### config.mk
export PLATFORM = sky130hd
export DESIGN_NAME = typed_value_frame_unpacker
export DESIGN_NICKNAME = d
export VERILOG_FILES = /design/src/rtl/tvfu_pkg.sv /design/src/rtl/typed_value_frame_unpacker.sv
export SDC_FILE = /design/constraint.sdc
export NUM_CORES = 1
export LEC_CHECK = 0
export ABC_CLOCK_PERIOD_IN_PS = 28100
export BUFFER_PORTS_ARGS = -buffer_cell sky130_fd_sc_hd__buf_2
export CELL_PAD_IN_SITES_DETAIL_PLACEMENT = 1
export CELL_PAD_IN_SITES_GLOBAL_PLACEMENT = 2
export CORE_UTILIZATION = 41
export CTS_BUF_LIST = sky130_fd_sc_hd__clkbuf_4 sky130_fd_sc_hd__clkbuf_8
export CTS_CLUSTER_SIZE = 20
export DETAILED_ROUTE_END_ITERATION = 10
export MAX_ROUTING_LAYER = met4
export PLACE_DENSITY = 0.95
export SETUP_SLACK_MARGIN = 0.3
export SLEW_MARGIN = 30
export SYNTH_ARGS = -nofsm -noshare
export SYNTH_HDL_FRONTEND = slang
export SYNTH_SLANG_ARGS = --single-unit
### constraint.sdc
create_clock -name clock -period 28.1 [get_ports clock]
set_clock_uncertainty 0.1 [all_clocks]
set_input_delay 2.81 -clock clock [delete_from_list [all_inputs] [get_ports clock]]
set_output_delay 2.81 -clock clock [all_outputs]
set_load 0.02 [all_outputs]
### src/rtl/tvfu_pkg.sv
package tvfu_pkg;

   // frame length after reset, count byte included
   localparam logic [7:0] FRAME_BYTES_RESET = 8'd100;

   // lowest and highest valid type tag
   localparam logic [7:0] TAG_MIN = 8'd1;
   localparam logic [7:0] TAG_MAX = 8'd8;

   // payload length in bytes for each tag, zero for a tag that means nothing
   function automatic logic [3:0] payload_size(input logic [3:0] tag);
      logic [3:0] size;
      unique case (tag)
         4'd1:                   size = 4'd8;
         4'd2, 4'd3, 4'd4:       size = 4'd4;
         4'd5, 4'd6:             size = 4'd2;
         4'd7, 4'd8:             size = 4'd1;
         default:                size = 4'd0;
      endcase
      return size;
   endfunction

endpackage

### src/rtl/typed_value_frame_unpacker.sv
// Typed value frame unpacker. Takes frame bytes one item per cycle on req_; the byte
// flagged by req_frame_start is the record count, and each record that follows is a tag
// (1..8) and a little-endian payload of 8, 4, 4, 4, 2, 2, 1 or 1 bytes. One rsp_ item
// comes out per completed record, with the payload zero-extended to 64 bits and
// rsp_last_record set on the record that reaches the count. Decoding stops, and bytes are
// ignored until the next frame start, when the count is reached, on an invalid tag, or
// once csr_frame_bytes bytes of the frame are taken; a partial record is dropped. A new
// item is accepted every cycle but under rsp_ backpressure, and each is held in the input
// register; a record is written to the result register as its last byte leaves. The only
// stall is backpressure on rsp_ while a result waits. Write csr_frame_bytes only idle.
module typed_value_frame_unpacker
   import tvfu_pkg::*;
(
   input  logic        clock,
   input  logic        reset,
   input  logic        req_valid,
   output logic        req_ready,
   input  logic [7:0]  req_data_byte,
   input  logic        req_frame_start,
   output logic        rsp_valid,
   input  logic        rsp_ready,
   output logic [3:0]  rsp_value_type,
   output logic [63:0] rsp_value_bits,
   output logic        rsp_last_record,
   input  logic        csr_valid,
   output logic        csr_ready,
   input  logic [7:0]  csr_frame_bytes
);

   typedef enum logic [1:0] {
      PH_IDLE,
      PH_TAG,
      PH_PAYLOAD
   } phase_type;

   logic [7:0]  frame_bytes_ff;

   logic        s1_valid_ff;
   logic [7:0]  s1_byte_ff;
   logic        s1_start_ff;

   phase_type   phase_ff,            phase_in;
   logic [7:0]  byte_position_ff,    byte_position_in;
   logic [7:0]  records_expected_ff, records_expected_in;
   logic [7:0]  records_done_ff,     records_done_in;
   logic [3:0]  current_tag_ff,      current_tag_in;
   logic [3:0]  payload_left_ff,     payload_left_in;
   logic [63:0] payload_shift_ff,    payload_shift_in;

   logic        rsp_valid_ff;
   logic [3:0]  rsp_value_type_ff;
   logic [63:0] rsp_value_bits_ff;
   logic        rsp_last_record_ff;

   logic        emit;
   logic        last;
   logic        advance;
   logic [3:0]  size;
   logic [2:0]  lane;

   // config register, always writable
   assign csr_ready = 1'b1;

   always_ff @(posedge clock) begin
      if (reset) begin
         frame_bytes_ff <= FRAME_BYTES_RESET;
      end else if (csr_valid) begin
         frame_bytes_ff <= csr_frame_bytes;
      end
   end

   // decode of the byte in the input register
   always_comb begin
      phase_in            = phase_ff;
      byte_position_in    = byte_position_ff;
      records_expected_in = records_expected_ff;
      records_done_in     = records_done_ff;
      current_tag_in      = current_tag_ff;
      payload_left_in     = payload_left_ff;
      payload_shift_in    = payload_shift_ff;
      emit                = 1'b0;
      size                = payload_size(current_tag_ff);
      lane                = 3'(size - payload_left_ff);

      if (s1_start_ff) begin
         records_expected_in = s1_byte_ff;
         records_done_in     = 8'd0;
         byte_position_in    = 8'd1;
         current_tag_in      = 4'd0;
         payload_left_in     = 4'd0;
         payload_shift_in    = 64'd0;
         if (s1_byte_ff == 8'd0 || frame_bytes_ff <= 8'd1) begin
            phase_in = PH_IDLE;
         end else begin
            phase_in = PH_TAG;
         end
      end else if (phase_ff == PH_TAG || phase_ff == PH_PAYLOAD) begin
         if (byte_position_ff != 8'hff) begin
            byte_position_in = byte_position_ff + 8'd1;
         end
         unique case (phase_ff)
            PH_TAG: begin
               if (s1_byte_ff >= TAG_MIN && s1_byte_ff <= TAG_MAX) begin
                  current_tag_in   = s1_byte_ff[3:0];
                  payload_left_in  = payload_size(s1_byte_ff[3:0]);
                  payload_shift_in = 64'd0;
                  phase_in         = PH_PAYLOAD;
               end else begin
                  phase_in = PH_IDLE;
               end
            end
            PH_PAYLOAD: begin
               if (payload_left_ff == 4'd0 || payload_left_ff > size) begin
                  phase_in = PH_IDLE;
               end else begin
                  payload_shift_in = payload_shift_ff
                                   | ({56'd0, s1_byte_ff} << {lane, 3'b000});
                  payload_left_in  = payload_left_ff - 4'd1;
                  if (payload_left_in == 4'd0) begin
                     records_done_in = records_done_ff + 8'd1;
                     emit            = 1'b1;
                     if (records_done_in == records_expected_ff) begin
                        phase_in = PH_IDLE;
                     end else begin
                        phase_in = PH_TAG;
                     end
                  end
               end
            end
            default: begin
               phase_in = PH_IDLE;
            end
         endcase
         if (byte_position_in >= frame_bytes_ff) begin
            phase_in = PH_IDLE;
         end
      end
   end

   assign last = (records_done_in == records_expected_ff);

   // an item leaves the input register unless it ends a record while a result waits
   assign advance   = s1_valid_ff && (!emit || !rsp_valid_ff || rsp_ready);
   assign req_ready = !s1_valid_ff || advance;

   // input register
   always_ff @(posedge clock) begin
      if (reset) begin
         s1_valid_ff <= 1'b0;
      end else if (req_ready) begin
         s1_valid_ff <= req_valid;
      end
   end

   always_ff @(posedge clock) begin
      if (req_valid && req_ready) begin
         s1_byte_ff  <= req_data_byte;
         s1_start_ff <= req_frame_start;
      end
   end

   // decoder state
   always_ff @(posedge clock) begin
      if (reset) begin
         phase_ff            <= PH_IDLE;
         byte_position_ff    <= 8'd0;
         records_expected_ff <= 8'd0;
         records_done_ff     <= 8'd0;
         current_tag_ff      <= 4'd0;
         payload_left_ff     <= 4'd0;
         payload_shift_ff    <= 64'd0;
      end else if (advance) begin
         phase_ff            <= phase_in;
         byte_position_ff    <= byte_position_in;
         records_expected_ff <= records_expected_in;
         records_done_ff     <= records_done_in;
         current_tag_ff      <= current_tag_in;
         payload_left_ff     <= payload_left_in;
         payload_shift_ff    <= payload_shift_in;
      end
   end

   // result register
   always_ff @(posedge clock) begin
      if (reset) begin
         rsp_valid_ff <= 1'b0;
      end else if (advance && emit) begin
         rsp_valid_ff <= 1'b1;
      end else if (rsp_ready) begin
         rsp_valid_ff <= 1'b0;
      end
   end

   always_ff @(posedge clock) begin
      if (advance && emit) begin
         rsp_value_type_ff  <= current_tag_ff;
         rsp_value_bits_ff  <= payload_shift_in;
         rsp_last_record_ff <= last;
      end
   end

   assign rsp_valid       = rsp_valid_ff;
   assign rsp_value_type  = rsp_value_type_ff;
   assign rsp_value_bits  = rsp_value_bits_ff;
   assign rsp_last_record = rsp_last_record_ff;

   // a completed record always lands in the result register
   assert property (@(posedge clock) disable iff (reset)
      advance && emit |=> rsp_valid_ff)
      else $error("completed record not registered");

   // payload phase always has bytes left to take
   assert property (@(posedge clock) disable iff (reset)
      phase_ff == PH_PAYLOAD |-> payload_left_ff != 4'd0)
      else $error("payload phase with nothing left");

   // an active frame has not yet reached its count
   assert property (@(posedge clock) disable iff (reset)
      phase_ff != PH_IDLE |-> records_done_ff < records_expected_ff)
      else $error("decoding past the record count");

   // input stalls only behind a waiting result
   assert property (@(posedge clock) disable iff (reset)
      !req_ready |-> s1_valid_ff && rsp_valid_ff)
      else $error("input stalled without a waiting result");

endmodule
==> flow_summary.toml <==
[synth]
async_reset_ff_share_pct = 0
postSynthAreaPerCell_um2 = 9.27
synth_top_cell_area_share_pct = 25.6
ys_top_cells_by_area = "edfxtp_1, dfxtp_1, nand2_1, a21oi_1, a22oi_1"
synth.net_count = 1034
syn_area_mm2 = 0.00915
synth-main-ff-cell = "dfxtp_1"
yosys_warnings = 0
synth_top_cell_by_area = "edfxtp_1"
ys_seq_area_share_pct = 51.0
synth-edff-count = 78
synth-seq-cells = 194
yosysUniqueCellTypes = 78
syn_inst = 987

[critical_path]
r2r_end = "records_done_ff[1]"
crit_path_start_kind = "primary input"
r2r-start = "payload_left_ff[0]"
crit_path_max_fanout = 5
arrival_ns = 3.90
end_kind = "primary output"
required_ns = 25.19
r2r_setup_slack_ns = 24.14
rr_worst_depth = 12
critPathKind = "primary input to primary output"

[drt]
drtAntennaViolNets = 0
dr.pass1.iters = 5
drt-wirelength-per-cell_um = 18.4
vias = 7423
drt_iter0_markers = 424
post_drt_via_cell_ratio = 5.58
drc = 0
wl_mm = 24.5

[clocking]
htree_levels = 4
clock_sinks = 194
post_cts_buffers = 0
cts_buffers = 17
cts.repair.resized = 0
clk_pin_slew_ns = 0.11
postCtsHoldBufs = 0
insertion_delay_ns = 0.49
cts_tree = "built"
clock-root-buffer = "clkbuf_8"
cts_buffer_depth = 2

[sta]
holdWs_ns = 0.351
slew_viol_final = 0
hold_viol = 0
timing_worst_slew_pin_value_ns = 0.994
period_minus_slack_ns = 6.81
fin_ws_ns = 21.29
grt_setup_unrepaired = "no"
relSlewSlack_pct = 33.2
setup_tns_ns = 0
fmax_mhz = 147
setup_violations = 0
period_share_pct = 24.2

[worst_hold_path]
hold_end = "rsp_value_type[0]"
hold_depth = 0
hold_path_class = "flop to flop"
hold_start = "current_tag_ff[0]"

[final_layout]
final_util_pct = 46.5
nFillCells = 2550
antenna_cells = 0
area_growth_pct = 11.0
drive_gt1_share_pct = 15.5
nets = 1085

[die]
rows = 54
io_pins = 94
initial_core_util_pct = 41.9
die_area_mm2 = 0.0229
coreArea_mm2 = 0.0218
die_h_um = 151
fp.dieW_um = 151

[power_and_ir_drop]
power.density_mw_per_mm2 = 50.6
switchingPower_uw = 143
power_frac_clock_pct = 36.4
p_total_uw = 514
intPower_uw = 370
p_seq_share_pct = 58.0
switching_share_pct = 27.9
ir_drop_mv = 0.0235
leakage_nw = 3.55
comb_power_share_pct = 5.6

[global_route]
grt_usage_pct = 22.9
grt_pass1_vias = 7374
antenna_found_initial = 0
grt_max_degree = 88
grt_pass1_wl_mm = 39.3
grt-ovfl-total = 0

[status]
status = "finished clean"

[job]
cap_violations = 0

[placed_design]
gp_congestion = 0.802
dp_hpwl_mm = 16.0
dp_worst_setup_slack_ns = 21.28
port_buffers = 92
==> synth_stat cells (5+ instances only) <==
| master | number |
|---|---|
| a21oi_1 | 108 |
| a22oi_1 | 66 |
| and2_1 | 10 |
| and3_1 | 6 |
| buf_1 | 16 |
| buf_2 | 9 |
| buf_4 | 8 |
| clkbuf_1 | 34 |
| dfxtp_1 | 116 |
| edfxtp_1 | 78 |
| ha_1 | 24 |
| inv_1 | 31 |
| mux2i_1 | 11 |
| nand2_1 | 157 |
| nand2b_1 | 10 |
| nand3_1 | 19 |
| nand3b_1 | 8 |
| nand4_1 | 8 |
| nor2_1 | 114 |
| nor3_1 | 8 |
| nor3b_1 | 5 |
| o211ai_1 | 6 |
| o21a_1 | 7 |
| o21ai_0 | 19 |
| o21ai_2 | 5 |
| xnor2_1 | 18 |
| xor2_1 | 9 |
==> power by group through the flow <==
stage	registers, mW	clock network (mW)	logic (mW)
2_1_floorplan	0.302	0	0.0225
3_3_place_gp	0.304	0	0.0286
3_5_place_dp	0.304	0	0.0291
4_1_cts	0.298	0.191	0.0292
5_1_grt	0.298	0.202	0.0321
6_report	0.298	0.187	0.0288
==> flip-flops by register name (all words and copies together) (netlist names), named ones only <==
name,cells
records_expected_ff,8
payload_left_ff,4
rsp_last_record,1
frame_bytes_ff,8
s1_byte_ff,8
rsp_value_bits,64
s1_valid_ff,1
size,4
phase_ff,2
records_done_ff,8
rsp_valid,1
rsp_value_type,4
payload_shift_ff,64
s1_start_ff,1
byte_position_ff,8
current_tag_ff,4
==> worst max-delay path: stages <==
cell and delay [ns]:
buf_2 0.09, nor2b_1 0.45, nand4_1 0.30, buf_2 0.24
==> cell families (layout without fill, tap and decap cells) <==
| family | count (synthesis) | after routing | synth area share [%] |
|---|---|---|---|
| AOI/OAI and AO/OA | 251 | 251 | 18.1 |
| xor gates and xnor gates | 27 | 27 | 2.59 |
| adders and majority gates | 26 | 26 | 3.61 |
| buffers and inverters | 98 | 162 | 4.47 |
| DFF | 194 | 194 | 51.0 |
| muxes | 13 | 13 | 1.45 |
| other | 1 | 1 | 0.0410 |
| and+or+nand+nor | 377 | 377 | 18.8 |
==> cell usage in the layout, fill, tap and decap left out, types with 5 or more instances in the layout <==
cell	count
xor2_1	9
nor2_1	114
ha_1	24
a21oi_1	108
nand3_1	19
edfxtp_1	78
and2_1	10
nand2b_1	10
clkbuf_8	17
a22oi_1	66
nor3b_1	5
o21a_1	6
o21ai_0	19
nor3_1	7
nand2_1	157
dfxtp_1	116
inv_1	31
buf_4	8
nand3b_1	8
buf_2	91
nand4_1	8
o211ai_1	6
mux2i_1	11
and3_1	6
xnor2_1	18
==> metrics by stage <==
step	instances	area [µm²]
2_1_floorplan	987	9150
3_3_place_gp	1299	9740
3_5_place_dp	1299	9740
4_1_cts	1331	10200
5_1_grt	1331	10200
6_report	1331	10200
==> how the worst max path moves through the flow <==
stage	startpoint	end	slack [ns]	cells after the start
floorplan	rsp_ready	records_done_ff[1]	17.26	6
global placement	rsp_ready	req_ready	21.32	4
detailed placement	rsp_ready	req_ready	21.28	4
CTS	rsp_ready	req_ready	21.28	4
global route	rsp_ready	req_ready	21.18	4
finish	rsp_ready	req_ready	21.29	4
==> metal layers <==
metal  vias to the layer above  wire length (µm)  global-route usage [%]
li1                       3581                 -                       -
met1                      3667             11500                    29.8
met2                       145             11900                    36.9
met3                        30               733                    3.34
met4                         0               412                    6.75
met5                         -                 0                       -
==> area by class of cell <==
cell class              count  area, µm²  share of cell area (%)
flip-flops and latches    194       4660                    45.9
multi-input cells         695       4100                    40.3
repair buffers             99        515                    5.08
well taps                 280        350                    3.45
clock buffers              17        234                    2.30
clock inverters            15        178                    1.75
inverters                  31        116                    1.15
(Power assumes the default switching activity.)
